<file path="src/rtl/nearest_timestamp_matcher_top_assert.svh">
// Assertion helpers; expect clk and arst_n in the including module.
`ifndef NEAREST_TIMESTAMP_MATCHER_TOP_ASSERT_SVH
`define NEAREST_TIMESTAMP_MATCHER_TOP_ASSERT_SVH

// same-cycle implication
`define NTM_CHK_IMPL(lbl, ante, cons, msg) \
	lbl: assert property (@(posedge clk) disable iff (!arst_n) (ante) |-> (cons)) \
		else $error(msg);

// next-cycle implication
`define NTM_CHK_NEXT(lbl, ante, cons, msg) \
	lbl: assert property (@(posedge clk) disable iff (!arst_n) (ante) |=> (cons)) \
		else $error(msg);

`endif

</file>
<file path="src/rtl/ntm_pkg.sv">
package ntm_pkg;

	localparam int TABLE_DEPTH_DEF = 4096;
	localparam int TIME_BITS_DEF   = 48;

	localparam int DIFF_BITS  = 24;
	localparam int INDEX_BITS = 12;
	localparam int COUNT_BITS = 32;
	localparam int ADDR_BITS  = 3;
	localparam int DATA_BITS  = 32;

	localparam logic [DIFF_BITS-1:0] DIFF_LIMIT_RST   = 24'd10000;
	localparam logic                 LIMIT_ENABLE_RST = 1'b1;

	typedef enum logic [1:0] {
		CMD_CLEAR  = 2'd0,
		CMD_APPEND = 2'd1,
		CMD_BEGIN  = 2'd2,
		CMD_QUERY  = 2'd3
	} cmd_t;

	typedef enum logic {
		REG_DIFF_LIMIT   = 1'b0,
		REG_LIMIT_ENABLE = 1'b1
	} reg_idx_t;

	typedef struct packed {
		logic [DIFF_BITS-1:0] diff_limit;
		logic                 limit_enable;
	} cfg_t;

endpackage

</file>
<file path="src/rtl/ntm_apb.sv">
module ntm_apb (
	input  logic                           clk,
	input  logic                           arst_n,
	input  logic                           psel,
	input  logic                           penable,
	input  logic                           pwrite,
	input  logic [ntm_pkg::ADDR_BITS-1:0]  paddr,
	input  logic [ntm_pkg::DATA_BITS-1:0]  pwdata,
	output logic [ntm_pkg::DATA_BITS-1:0]  prdata,
	output logic                           pready,
	output ntm_pkg::cfg_t                  cfg
);

	ntm_pkg::cfg_t     cfg_q;
	ntm_pkg::reg_idx_t reg_sel;
	logic              wr_en;

	assign pready  = 1'b1;
	assign reg_sel = ntm_pkg::reg_idx_t'(paddr[2]);
	assign wr_en   = psel && penable && pwrite && pready;
	assign cfg     = cfg_q;

	always_ff @(posedge clk or negedge arst_n) begin
		if (!arst_n) begin
			cfg_q.diff_limit   <= ntm_pkg::DIFF_LIMIT_RST;
			cfg_q.limit_enable <= ntm_pkg::LIMIT_ENABLE_RST;
		end else if (wr_en) begin
			case (reg_sel)
				ntm_pkg::REG_DIFF_LIMIT: begin
					cfg_q.diff_limit <= pwdata[ntm_pkg::DIFF_BITS-1:0];
				end
				ntm_pkg::REG_LIMIT_ENABLE: begin
					cfg_q.limit_enable <= pwdata[0];
				end
				default: begin
				end
			endcase
		end
	end

	always_comb begin
		case (reg_sel)
			ntm_pkg::REG_DIFF_LIMIT:   prdata = ntm_pkg::DATA_BITS'(cfg_q.diff_limit);
			ntm_pkg::REG_LIMIT_ENABLE: prdata = ntm_pkg::DATA_BITS'(cfg_q.limit_enable);
			default:                   prdata = '0;
		endcase
	end

endmodule

</file>
<file path="config.mk">
export PLATFORM = sky130hd
export DESIGN_NAME = ntm_apb
export DESIGN_NICKNAME = d
export VERILOG_FILES = /design/src/rtl/nearest_timestamp_matcher_top_assert.svh /design/src/rtl/ntm_pkg.sv /design/src/rtl/ntm_apb.sv
export SDC_FILE = /design/constraint.sdc
export NUM_CORES = 1
export LEC_CHECK = 0
export ABC_AREA = 1
export BUFFER_PORTS_ARGS = -buffer_cell sky130_fd_sc_hd__buf_2
export CAP_MARGIN = 30
export CORE_MARGIN = 10
export CORE_UTILIZATION = 43
export DETAILED_ROUTE_END_ITERATION = 7
export MAX_ROUTING_LAYER = met4
export PLACE_DENSITY = 0.93
export SETUP_SLACK_MARGIN = 0.3
export SYNTH_ARGS = -nofsm -noshare
export SYNTH_HDL_FRONTEND = slang
export SYNTH_SLANG_ARGS = --single-unit
</file>
<file path="constraint.sdc">
create_clock -name clk -period 2 [get_ports clk]
set_clock_uncertainty 0.05 [all_clocks]
set_input_delay 0.1 -clock clk [delete_from_list [all_inputs] [get_ports clk]]
set_output_delay 0.1 -clock clk [all_outputs]
set_load 0.005 [all_outputs]
</file>
==> implementation parameters <==
Parameter                              Value

Run status
  Result of the run    finished, final reports clean

STA
  Max-slew violation total from the final report    0
  RSZ-0062 raised after global routing    false
  Slew margin rel.    0.6279
  Count of endpoints failing hold in the final timing report    0
  Fraction of the cycle the final worst path needs    0.6440
  Finish-stage setup viols    0
  Final worst path period need    1288 ps
  Final-layout setup total negative slack    0 ps
  Worst Slack Setup Final    slightly above 700 ps
  Transition time at the pin with the least slew margin    558.2 ps
  Fin Hold WS    about 56 ps
  Fmax    roughly 0.78 GHz

Floorplanning
  Count of standard-cell rows    20
  Area of the core    around 3100 um2
  Die Ht    about 76 um
  Die Area    between 5000 and 6000 um2
  Horizontal die dimension    between 70 and 80 um
  Number of ports placed on the die boundary    98
  Initial core utilization    0.4471

Power and ir drop
  Worst voltage drop across the vdd grid    roughly 0.38 mV
  Clock group share of total power    0.167
  Cell internal power dissipation    slightly above 900 uW
  Share of power burned in combinational logic    0.328
  Net switching fraction of the power    0.3359
  Switching pwr    between 400 and 500 uW
  Share of total power in sequential cells    0.505
  Power per cell area    ~690 nW/um2
  Reported leakage power    1.179 nW
  Total power of the final layout    1.366 mW

Cells and area
  Fraction of layout cells with a size suffix above 1    0.3566
  Number of nets in the layout    between 300 and 400
  Most common library cell in the layout ignoring fill and taps    buf_2
  Number of non-filler instances in the completed layout    approximately 320
  Signed area change from the synthesized netlist to the final layout    44.82%
  Area taken by multi-input logic gates    518.0 um2
  Count of filler cells inserted in the layout    265
  Most frequent cells in the layout    buf_2, nand2_1, dlygate4sd3_1, inv_1, nor2_1
  Storage cell area    633.1 um2
  Number of antenna repair diodes    0
  Final instance area    slightly below 2000 um2
  Post-route core utilization    0.6475
  Number of flip-flops under the largest register name    25

Placement
  Cell Area, Placed    roughly 1700 um2
  Number of input and output port buffers inserted    slightly below 80
  Placed cell count    ~290
  Routability congestion estimate    slightly above 0.7
  Detailed placement HPWL    between 3000 and 4000 um
  Setup Slack @ Placement    between 700 and 800 ps

Setup path
  Logic depth of the worst register-to-register path    2
  Cell with the largest stage delay on the worst path    dfstp_2
  CP Buf/Inv Count    2
  Worst EP arrival    ~1100 ps
  Largest delay share family, worst path    flip-flops
  Required time reported for the critical path endpoint    around 1900 ps
  Worst-path fanout max    3
  Max stage delay on crit path    570 ps
  Critical Path, Cell by Cell    inv_1 > nor2_1 > buf_2
  CP Capture Type    output pin
  Stages on worst setup path    3
  Classification of the worst setup path    reg -> out
  Critical path launch point type    flip-flop

Clock network
  CTS Root Buffer Type    clkbuf_4
  CTS sink cnt    25
  Clock tree from TritonCTS    done
  Resize count post-CTS    0
  Total setup buffers inserted after CTS    0
  Clock Latency Late Sink    approximately 310 ps
  Max clock buf depth    2
  Cts bufs inserted    3
  CTS clock-pin slew for the worst setup and hold paths    between 100 and 150 ps
  CTS H-Tree Depth    1

Global route
  Number of antenna violations at the first check in global routing    0
  GRT Overall Usage    0.1507
  Wire length of the first global-routing pass    roughly 7200 um
  Remaining Overflow, GRT    0
  Via count of the first global-routing pass    ~1500
  Maximum number of pins on one net before global-route repair    27

Detailed routing
  Remaining antenna violation count after routing    0
  DRC    0
  Mean number of vias per cell    between 4 and 5
  Vias post-DR    roughly 1400
  Post-DR wirelength/cell    roughly 14 um
  DRT Pass-1 Iters    4
  Routed Wire Length    4448 um
  DRC violation total after the first TritonRoute iteration    98

Synth
  Sequential area share after synthesis    0.4638
  Ranking of synthesized cells by area    dfrtp_1, nand2_1, dfstp_2, nand3_1, inv_1
  Total number of yosys warnings    0
  Synth top area share    0.3483
  Number of flip-flops and latches in the synthesized netlist    25
  Number of distinct library cell variants in the gate-level netlist after synthesis    17
  Most area-hungry cell type in the Yosys netlist    dfrtp_1
  Avg Cell Area, Syn    a little under 8 um2
  Number of instances in the synthesized netlist    roughly 180
  Mapped Area    approximately 1400 um2

Flow run
  Maximum capacitance violations    0

Min path
  Cell depth of the worst hold path    4
  Class of the most critical hold timing path    in -> reg
## logic make-up (layout without fill, tap and decap cells)
kind of cell,after synthesis,after routing,share of synthesized area
buffers and inverters,43,133,0.1760
other,2,9,0.005502
flip-flops,25,25,0.4638
AND/OR/NAND/NOR,105,105,0.3547
## worst paths after layout
| kind | from | slack (ps) | endpoint |
|---|---|---|---|
| max | cfg[9] | 710 | prdata[8] |
| min | penable | 60 | cfg[0] |
| max reg2reg | cfg[11] | 1210 | cfg[11] |
| min reg2reg | cfg[5] | 430 | cfg[5] |
| max in group asynchronous | arst_n | 1280 | cfg[0] |
| min in group asynchronous | arst_n | 250 | cfg[12] |
## what timing repair did
item	4_1_cts	5_1_grt
setup endpoints to repair	0	0
hold buffers	25	0
hold endpoints to repair	44	0
## cells in the mapped netlist
master,number
buf_2,4
buf_4,9
buf_6,5
conb_1,2
dfrtp_1,19
dfstp_2,6
inv_1,23
inv_2,1
inv_4,1
nand2_1,53
nand2_2,1
nand3_1,21
nand3_2,4
nand4_1,1
nand4_4,1
nor2_1,23
nor2_8,1
## power by group through the flow
stage / Sequential (mW) / Combinational, mW / Clock, mW
3_5_place_dp: 0.698 / 0.411 / 0
5_1_grt: 0.707 / 0.508 / 0.255
3_3_place_gp: 0.692 / 0.390 / 0
2_1_floorplan: 0.701 / 0.189 / 0
6_report: 0.691 / 0.448 / 0.228
4_1_cts: 0.689 / 0.448 / 0.237
## cell type report
type | instances | share of cell area
Timing Repair Buffer | 104 | 0.3278
Tap cell | 44 | 0.02785
Multi-Input combinational cell | 114 | 0.2620
Inverter | 25 | 0.04873
Clock buffer | 4 | 0.01329
Sequential cell | 25 | 0.3203
## worst reg2reg max path: stages (launching register included)
cell	delay, ps
dfstp_2	560
nand2_1	50
nand2_1	80
## per-layer routing
metal	up-vias	part of all wire	track usage
li1	697	-	-
met1	662	0.42	0.1722
met2	69	0.51	0.2577
met3	2	0.065	0.04009
met4	0	0.0038	0.03346
met5	-	0	-
No activity file was read; power rests on OpenSTA's default activity.
