## config.mk

```make
export PLATFORM = sky130hd
export DESIGN_NAME = ntm_ram
export DESIGN_NICKNAME = d
export VERILOG_FILES = /design/src/rtl/nearest_timestamp_matcher_top_assert.svh /design/src/rtl/ntm_ram.sv
export SDC_FILE = /design/constraint.sdc
export NUM_CORES = 1
export LEC_CHECK = 0
export BUFFER_PORTS_ARGS = -buffer_cell sky130_fd_sc_hd__buf_4
export CAP_MARGIN = 20
export CORE_UTILIZATION = 35
export CTS_CLUSTER_SIZE = 28
export DETAILED_ROUTE_END_ITERATION = 7
export GPL_ROUTABILITY_DRIVEN = 0
export PLACE_DENSITY_LB_ADDON = 0.3
export SYNTH_ARGS = -nofsm -noshare
export SYNTH_HDL_FRONTEND = slang
export SYNTH_SLANG_ARGS = --single-unit
```

## constraint.sdc

```tcl
create_clock -name clk -period 3.8 [get_ports clk]
set_input_delay 0.19 -clock clk [delete_from_list [all_inputs] [get_ports clk]]
set_output_delay 0.19 -clock clk [all_outputs]
set_load 0.01 [all_outputs]
```

## src/rtl/nearest_timestamp_matcher_top_assert.svh

```systemverilog
// Assertion helpers; expect clk and arst_n in the including module.
`ifndef NEAREST_TIMESTAMP_MATCHER_TOP_ASSERT_SVH
`define NEAREST_TIMESTAMP_MATCHER_TOP_ASSERT_SVH

// same-cycle implication
`define NTM_CHK_IMPL(lbl, ante, cons, msg) \
	lbl: assert property (@(posedge clk) disable iff (!arst_n) (ante) |-> (cons)) \
		else $error(msg);

// next-cycle implication
`define NTM_CHK_NEXT(lbl, ante, cons, msg) \
	lbl: assert property (@(posedge clk) disable iff (!arst_n) (ante) |=> (cons)) \
		else $error(msg);

`endif

```

## src/rtl/ntm_ram.sv

```systemverilog
module ntm_ram #(
	parameter int WIDTH = 8,
	parameter int DEPTH = 16,
	localparam int AW = (DEPTH > 1) ? $clog2(DEPTH) : 1
) (
	input  logic             clk,
	input  logic             we,
	input  logic [AW-1:0]    waddr,
	input  logic [WIDTH-1:0] wdata,
	input  logic             re,
	input  logic [AW-1:0]    raddr,
	output logic [WIDTH-1:0] rdata
);

	logic [WIDTH-1:0] mem_q [DEPTH];

	always_ff @(posedge clk) begin
		if (we) begin
			mem_q[waddr] <= wdata;
		end
		if (re) begin
			rdata <= mem_q[raddr];
		end
	end

endmodule

```

==> flow_summary.json, run 1 <==
{
  "status": "complete, no violations",
  "peakVddDrop_v": 0.0003154,
  "grt_use_met3_pct": 5.345,
  "fin_cells": 463,
  "reg2reg_depth": 3,
  "avgSynthCellArea_um2": 22.83,
  "clk_pin_slew_ns": 0.05,
  "top_usage_layer": "met2",
  "synth.area.top_cells": "edfxtp_1 78%, mux4_2 7.8%, mux4_1 7.0%",
  "grt_pass1_wl_mm": 15.10,
  "die_area_mm2": 0.01543,
  "synth_top_area_cell": "edfxtp_1",
  "cts.sinks": 136,
  "min_period_ns": 1.546,
  "synth_edf_count": 136,
  "final-hold-violation-count": 0,
  "setup_tns_ns": 0,
  "worstPathArrival_ns": 1.68,
  "total_power_mw": 3.369,
  "syn-num-nets": 248,
  "grt_setup_unrepaired": "no",
  "ys_seq_area_share_pct": 78.12,
  "drc": 0,
  "power.density_mw_per_mm2": 548.9,
  "drive_above_1_share_pct": 26.98,
  "path_cells": "buf_4, mux4_2, a22oi_1, nand2_1",
  "area_growth_pct": 17.42,
  "firstDrtPassIters": 4,
  "grt_pass1_vias": 2465,
  "die_h_um": 124.2,
  "grt_max_degree": 33,
  "maxCapViolations": 0,
  "root_buffer": "clkbuf_16",
  "synthFlopType": "edfxtp_1",
  "nets": 285,
  "synth_common_cells": "136 x edfxtp_1, 18 x mux4_2, 16 x a22oi_1",
  "wirelength_mm": 10.11,
  "finalCritPeriodShare_pct": 40.68,
  "ys_ff_latch": 136,
  "cp.required_ns": 3.93,
  "core_mm2": 0.01453,
  "cpPeakStageDelay_ns": 0.60,
  "clock_latency_ns": 0.41,
  "postSynthCellCount": 229,
  "worst-setup-path-type": "primary input to flop",
  "critPathBufInv": 1,
  "start_util_pct": 35.97,
  "crit_fanout": 32,
  "synth_cell_types": 18,
  "detail-route-antenna-nets": 0,
  "worst_slack_ns": 2.254,
  "cts.repair.resized": 0,
  "endpoint_kind": "flop",
  "worst_pin_slew_ns": 0.9840,
  "hold_buffers": 0,
  "drtIter0Drc": 193,
  "cts_setup_buffers": 0,
  "hpwl_mm": 6.189,
  "rows": 44,
  "portBuffers": 26,
  "synthArstFlopShare_pct": 0,
  "cts_tree": "done",
  "cp_top_family": "multiplexers",
  "grt_overflow": 0,
  "worst_hold_path.num_cells": 1,
  "yosysWarnings": 0,
  "cts.path.max_buffers": 2,
  "finalSetupViolations": 0,
  "slew_headroom_pct": 34.16,
  "via_count": 2373,
  "die_w_um": 124.2,
  "p_leak_nw": 2.008,
  "grt_use_met2_pct": 20.02,
  "grt.total_usage_pct": 13.97,
  "skew_ns": 0.008140,
  "pre_cts_slack_ns": 1.782,
  "routed_via_density": 5.125,
  "netlist_area_mm2": 0.005228,
  "wl_per_cell_um": 21.83,
  "grtUsageMet1_pct": 18.82,
  "antenna_found_initial": 1,
  "drv_slew": 0,
  "place_inst": 431,
  "hp-class": "primary input to flop",
  "synth_most_common_cell": "edfxtp_1",
  "worst-path-stages": 4,
  "timing.fmax_mhz": 646.9,
  "htree_num_levels": 4,
  "numCtsBuffers": 17,
  "cp-start-kind": "primary input",
  "yosysTopAreaCellShare_pct": 78.12,
  "slowest_stage": "mux4_2",
  "num_io_pins": 27
}
## cell families (layout without fill, tap and decap cells)
group,count (synthesis),after routing,share of synthesized area [%]
DFF,136,136,78.12
and+or+nand+nor,35,35,3.136
muxes,32,32,14.79
AOI/OAI and AO/OA,16,16,2.298
buffers and inverters,10,59,1.651
other,0,1,0
## power breakdown
group	switching (mW)	total, mW	internal [mW]
Clock	0.563	1.51	0.948
Combinational	0.0896	0.157	0.0676
Sequential	0.00914	1.70	1.69
Total	0.662	3.37	2.71
## per-layer routing
| layer | part of all wire, % | vias to the layer above |
|---|---|---|
| met3 | 7.9 | 9 |
| met2 | 46 | 80 |
| met5 | 0 | - |
| met4 | 1.1 | 0 |
| met1 | 45 | 1229 |
| li1 | - | 1055 |
## placed cells by master (no fill, tap or decap)
cell type   Yosys  routed
clkinv_2        0       5
clkinvlp_4      0       2
clkinv_1        0       2
nor2b_1         1       1
diode_2         0       1
and2b_1         1       1
mux4_1         14      14
nor3_2          0       2
edfxtp_1      136     136
clkbuf_16       0      17
nand3_1         1       1
and2_1          1       1
nand2b_1        2       2
nor3_1          4       2
mux4_2         18      18
a22oi_1        16      16
nor2_1         13      13
nand3b_1        2       2
bufinv_16       0       2
nand2_1         9       9
buf_4           1      28
clkbuf_1        0       3
or3b_2          1       1
## state kept, by name (all words and copies together) (netlist names)
register and flops:
rdata 8, mem_q 128
## stage by stage
step | hold slack (ns) | cell area, µm² | utilization, %
final | 0.07995 | 6138 | 42.23
after global routing | 0.07349 | 6136 | 42.22
after CTS | 0.07187 | 6136 | 42.22
after detailed placement | 0.5033 | 5592 | 38.47
after global placement | 0.4988 | 5584 | 38.42
after floorplan | 0.2889 | 5228 | -
## layout make-up
cell class	count	area, µm²
Antenna cell	1	2.502
Multi-Input combinational cell	83	1067
Sequential cell	136	4084
Timing Repair Buffer	28	210.2
Fill cell	1289	8396
Clock buffer	20	436.7
Tap cell	184	230.2
Clock inverter	11	107.6
## final timing paths
check,endpoint,start,slack (ns)
worst max-delay path,rdata[6]$_DFFE_PP_,raddr[0],2.25
worst min-delay path,mem_q[5][0]$_DFFE_PP_,wdata[0],0.08
worst max register to register,rdata[6]$_DFFE_PP_,mem_q[11][6]$_DFFE_PP_,2.31
worst min register to register,rdata[7]$_DFFE_PP_,mem_q[15][7]$_DFFE_PP_,0.74
No activity file was read; power rests on OpenSTA's default activity.
==> inputs of run 2 (changes only) <==
- clock period: 3.8 -> 1.4 ns (I/O delays scaled with it)
==> run 2 against run 1 <==
The run now ends with negative setup slack left. Flip-flop and latch count unchanged. Count of clock-buffer cells in the layout fell by 2. Register-to-register slack worse by 2.3 ns. Cell area is 6.9% higher. Global-route usage increased by 0.24 points. Clock skew decreased by 0.0024 ns. Sequential share of layout area down 4.3 points. Die area is the same. Clock power increased to 3.4 times the previous value. Critical endpoint is now rdata[5]$_DFFE_PP_. Largest cell class unchanged.
==> flow_summary.json, run 2 (synthesized netlist as in run 1, its figures left out) <==
{
  "timing.fmax_mhz": 699.0,
  "cp_top_family": "multiplexers",
  "top_register": "mem_q",
  "worst_pin_slew_ns": 0.9205,
  "die_h_um": 124.2,
  "dpl_cell_area_mm2": 0.005789,
  "grt.total_usage_pct": 14.21,
  "design_area_mm2": 0.006561,
  "slowest_stage": "mux4_2",
  "p_leak_nw": 2.182,
  "hp-class": "primary input to flop",
  "slew_headroom_pct": 38.51,
  "cts_tree": "done",
  "worst_slack_ns": -0.03059,
  "endpoint_kind": "flop",
  "rows": 44,
  "fin_util_pct": 45.14,
  "final-hold-violation-count": 0,
  "drtIter0Drc": 161,
  "largest_registers": "mem_q: 128 flops, rdata: 8 flops",
  "numCtsBuffers": 17,
  "drc": 0,
  "hpwl_mm": 6.886,
  "path_cells": "mux4_2, a22oi_2, nand2_2",
  "min_period_ns": 1.431,
  "grt_overflow": 0,
  "grt_max_degree": 17,
  "grt_setup_unrepaired": "yes",
  "clock_latency_ns": 0.41,
  "largest_reg_flops": 128,
  "via_count": 2514,
  "grt_pass1_vias": 2696,
  "worstPathArrival_ns": 1.57,
  "htree_num_levels": 4,
  "portBuffers": 26,
  "core_mm2": 0.01453,
  "fillerInstances": 1261,
  "mostFrequentLayoutCells": "136 x edfxtp_1, 47 x buf_4, 30 x mux4_2",
  "die_area_mm2": 0.01543,
  "start_util_pct": 35.97,
  "detail-route-antenna-nets": 0,
  "area_growth_pct": 25.51,
  "diodes": 0,
  "power.density_mw_per_mm2": 1561,
  "peakVddDrop_v": 0.0009506,
  "routed_via_density": 5.110,
  "die_w_um": 124.2,
  "cp-start-kind": "flop",
  "drv_slew": 0,
  "status": "finished with violations",
  "cts.path.max_buffers": 2,
  "root_buffer": "clkbuf_16",
  "wl_per_cell_um": 21.17,
  "critPathBufInv": 0,
  "nets": 314,
  "drive_above_1_share_pct": 40.91,
  "firstDrtPassIters": 4,
  "antenna_found_initial": 0,
  "final_common_cell": "edfxtp_1",
  "skew_ns": 0.005718,
  "cpPeakStageDelay_ns": 0.50,
  "maxCapViolations": 0,
  "violations": "negative setup slack",
  "wirelength_mm": 10.42,
  "crit_fanout": 1,
  "num_io_pins": 27,
  "cts_setup_buffers": 0,
  "finalCritPeriodShare_pct": 102.2,
  "finalSetupViolations": 2,
  "cts.sinks": 136,
  "grt_pass1_wl_mm": 15.86,
  "worst-setup-path-type": "flop to flop",
  "clk_pin_slew_ns": 0.06,
  "cp.required_ns": 1.54,
  "pre_cts_slack_ns": -0.2076
}
run 2: layer usage:
layer  GRT usage, %  wire length (µm)  share of wire [%]  vias up
li1               -                 -                  -     1102
met1          19.76              4838                 46     1328
met2          21.74              4933                 47       78
met3          4.224               576                5.5        6
met4          3.827                66               0.63        0
met5              0                 0                  0        -
run 2: worst paths after layout:
kind | startpoint | to | slack (ns) | cells past startpoint
worst max register to register | mem_q[3][5]$_DFFE_PP_ | rdata[5]$_DFFE_PP_ | -0.03 | 3
worst min-delay path | wdata[0] | mem_q[7][0]$_DFFE_PP_ | 0.01 | 1
worst min register to register | mem_q[14][3]$_DFFE_PP_ | rdata[3]$_DFFE_PP_ | 0.75 | 3
worst max-delay path | mem_q[3][5]$_DFFE_PP_ | rdata[5]$_DFFE_PP_ | -0.03 | 3
run 2: what timing repair did:
item	in CTS	in global routing
endpoints found under the hold margin	100	0
endpoints found under the setup margin	6	8
pin swaps	8	5
hold buffers	7	0
resized for setup	13	13
run 2: where the power goes:
part	internal, mW	switching (mW)
sequential	4.59	0.0261
clock	3.50	1.60
combinational	0.247	0.274
run 2: layout make-up:
class	instances	area, µm²	area share, %
clock buffers	18	429.2	6.541
clock inverters	14	252.7	3.852
multi-input cells	83	1082	16.50
flip-flops and latches	136	4084	62.24
well taps	184	230.2	3.509
repair buffers	57	483.0	7.361
run 2: stage by stage:
stage | cells | hold WS, ns | total power [mW] | TNS [ns]
after floorplan | 229 | 0.1689 | 4.932 | 0
after global placement | 453 | 0.3812 | 5.167 | -1.220
after detailed placement | 453 | 0.3906 | 5.179 | -1.258
after CTS | 492 | 0.001475 | 10.28 | -0.01870
after global routing | 492 | 0.01394 | 10.51 | -0.2259
final | 492 | 0.01070 | 10.24 | -0.03451
==> inputs of run 3 (changes only) <==
- ABC_AREA: unset -> 1
==> run 3 against run 2 <==
Setup slack improved by 0.29 ns. Wire length rose by 30%. Highest routed layer unchanged. Hold slack barely moved. The flow now finishes without violations. Via count rose by 56%. Die area rose by 12%.
==> flow_summary.json, run 3 <==
{
  "final-hold-violation-count": 0,
  "finalCritPeriodShare_pct": 81.43,
  "final_common_cell": "nand2_1",
  "dr_wl_met2_mm": 6.351,
  "cp_top_family": "simple AND/OR/NAND/NOR gates",
  "ys_ff_latch": 136,
  "cp_common_cell": "nand3_1",
  "wirelength_mm": 13.53,
  "maxCapViolations": 0,
  "synth_most_common_cell": "nand2_1",
  "avgSynthCellArea_um2": 10.61,
  "clock_latency_ns": 0.42,
  "numCtsBuffers": 17,
  "slew_headroom_pct": 57.41,
  "power.density_mw_per_mm2": 1351,
  "nets": 615,
  "largest_reg_flops": 128,
  "top_layer": "met4",
  "wl_met3_um": 916,
  "timing.fmax_mhz": 877.2,
  "drv_slew": 0,
  "min_from": "wdata[1]",
  "m1WireLength_mm": 6.059,
  "r2r-start": "mem_q[4][1]$_DFFE_PP_",
  "cp.required_ns": 1.57,
  "syn-num-nets": 570,
  "hpwl_mm": 8.541,
  "cts_tree": "done",
  "yosysTopAreaCellShare_pct": 69.85,
  "root_buffer": "clkbuf_16",
  "die_h_um": 131.3,
  "grt.total_usage_pct": 16.84,
  "postSynthCellCount": 551,
  "grt_setup_unrepaired": "no",
  "netlist_area_mm2": 0.005847,
  "reg2reg_depth": 6,
  "cts.path.max_buffers": 2,
  "synth.area.top_cells": "edfxtp_1 70%, nand2_1 11%, nand3_1 8.3%",
  "slowest_stage": "edfxtp_1",
  "min_period_ns": 1.140,
  "die_area_mm2": 0.01723,
  "hp-class": "primary input to flop",
  "cpPeakStageDelay_ns": 0.37,
  "setup_tns_ns": 0,
  "portBuffers": 26,
  "clk_pin_slew_ns": 0.06,
  "path_cells": "inv_1, nand2_1, nand3_1, nand3_1, nand3_1, nand2_1",
  "grt_overflow": 0,
  "critPathBufInv": 1,
  "synth_common_cells": "173 x nand2_1, 136 x edfxtp_1, 100 x inv_1",
  "synthFlopType": "edfxtp_1",
  "crit_fanout": 1,
  "via_count": 3926,
  "skew_ns": 0.006085,
  "grt_pass1_vias": 3869,
  "synthArstFlopShare_pct": 0,
  "rows": 46,
  "drive_above_1_share_pct": 12.32,
  "num_io_pins": 27,
  "worst_slack_ns": 0.2600,
  "synth_edf_count": 136,
  "htree_num_levels": 4,
  "cp-start-kind": "flop",
  "mostFrequentLayoutCells": "173 x nand2_1, 136 x edfxtp_1, 100 x inv_1",
  "status": "complete, no violations",
  "antenna_found_initial": 0,
  "peakVddDrop_v": 0.0008220,
  "largest_registers": "mem_q: 128 flops, rdata: 8 flops",
  "worstPathArrival_ns": 1.31,
  "worst-setup-path-type": "flop to flop",
  "firstDrtPassIters": 5,
  "endpoint_kind": "flop",
  "drc": 0,
  "p_leak_nw": 2.957,
  "worst_pin_slew_ns": 0.6379,
  "start_util_pct": 36.28,
  "top_register": "mem_q",
  "core_mm2": 0.01612,
  "die_w_um": 131.3,
  "yosysWarnings": 0,
  "wl_per_cell_um": 16.40,
  "synth_top_area_cell": "edfxtp_1",
  "hold_path_end": "mem_q[5][1]$_DFFE_PP_",
  "diodes": 0,
  "worst_hold_path.num_cells": 1,
  "cts.sinks": 136,
  "drtIter0Drc": 351,
  "pre_cts_slack_ns": 0.07923,
  "r2r_setup_slack_ns": 0.26,
  "finalSetupViolations": 0,
  "grt_max_degree": 65,
  "routed_via_density": 4.759,
  "detail-route-antenna-nets": 0,
  "rr_endpoint": "rdata[1]$_DFFE_PP_",
  "synth_cell_types": 11,
  "ys_seq_area_share_pct": 69.85,
  "area_growth_pct": 17.98,
  "grt_pass1_wl_mm": 21.41
}
## run 3: kinds of logic (layout without fill, tap and decap cells)
family / count (synthesis) / count (layout) / share of synthesized area [%]
buffers and inverters: 126 / 184 / 9.394
DFF: 136 / 136 / 69.85
and+or+nand+nor: 289 / 289 / 20.76
## run 3: through the flow
| step | hold WS, ns | utilization, % | power, mW | area [µm²] | cells |
|---|---|---|---|---|---|
| 2_1_floorplan | 0.1689 | - | 5.024 | 5847 | 551 |
| 3_3_place_gp | 0.3846 | 39.32 | 5.290 | 6336 | 791 |
| 3_5_place_dp | 0.3829 | 39.32 | 5.299 | 6336 | 791 |
| 4_1_cts | 0.01335 | 42.80 | 9.391 | 6898 | 825 |
| 5_1_grt | 0.01636 | 42.80 | 9.645 | 6898 | 825 |
| 6_report | 0.01046 | 42.80 | 9.322 | 6898 | 825 |
## run 3: final cells by class
| cell class | instances | area, µm² |
|---|---|---|
| timing repair buffer | 50 | 405.4 |
| inverter | 102 | 382.9 |
| sequential | 136 | 4084 |
| clock buffer | 17 | 425.4 |
| multi-input combinational | 289 | 1214 |
| tap | 216 | 270.3 |
| fill | 1583 | 9218 |
| clock inverter | 15 | 116.4 |
## run 3: worst register-to-register path: stages, from the launching register on
cell and delay [ns]:
edfxtp_1 0.37, inv_1 0.07, nand2_1 0.05, nand3_1 0.08
nand3_1 0.10, nand3_1 0.16, nand2_1 0.07
## run 3: power breakdown
part	total, mW	switching (mW)	internal, mW
clock network	4.11	1.56	2.55
registers	4.63	0.0348	4.59
logic	0.591	0.398	0.193
total	9.32	1.99	7.33
## run 3: timing repair
item / in CTS / in global routing
endpoints found under the hold margin: 24 / 0
setup buffers: 0 / 0
hold buffers: 2 / 0
resized for setup: 0 / 0
## run 3: worst max-delay path by stage
stage                     depth (start not counted)                     end                   start
after floorplan                                   2  mem_q[10][0]$_DFFE_PP_                waddr[2]
after global placement                            6      rdata[4]$_DFFE_PP_                raddr[2]
after detailed placement                          6      rdata[1]$_DFFE_PP_                raddr[1]
after CTS                                         6      rdata[4]$_DFFE_PP_   mem_q[9][4]$_DFFE_PP_
after global routing                              6      rdata[4]$_DFFE_PP_  mem_q[11][4]$_DFFE_PP_
final                                             6      rdata[1]$_DFFE_PP_   mem_q[4][1]$_DFFE_PP_
## run 3: routing by layer
metal | up-vias | track usage, %
li1 | 1872 | -
met1 | 1923 | 22.23
met2 | 114 | 26.12
met3 | 17 | 4.861
met4 | 0 | 6.525
met5 | - | 0
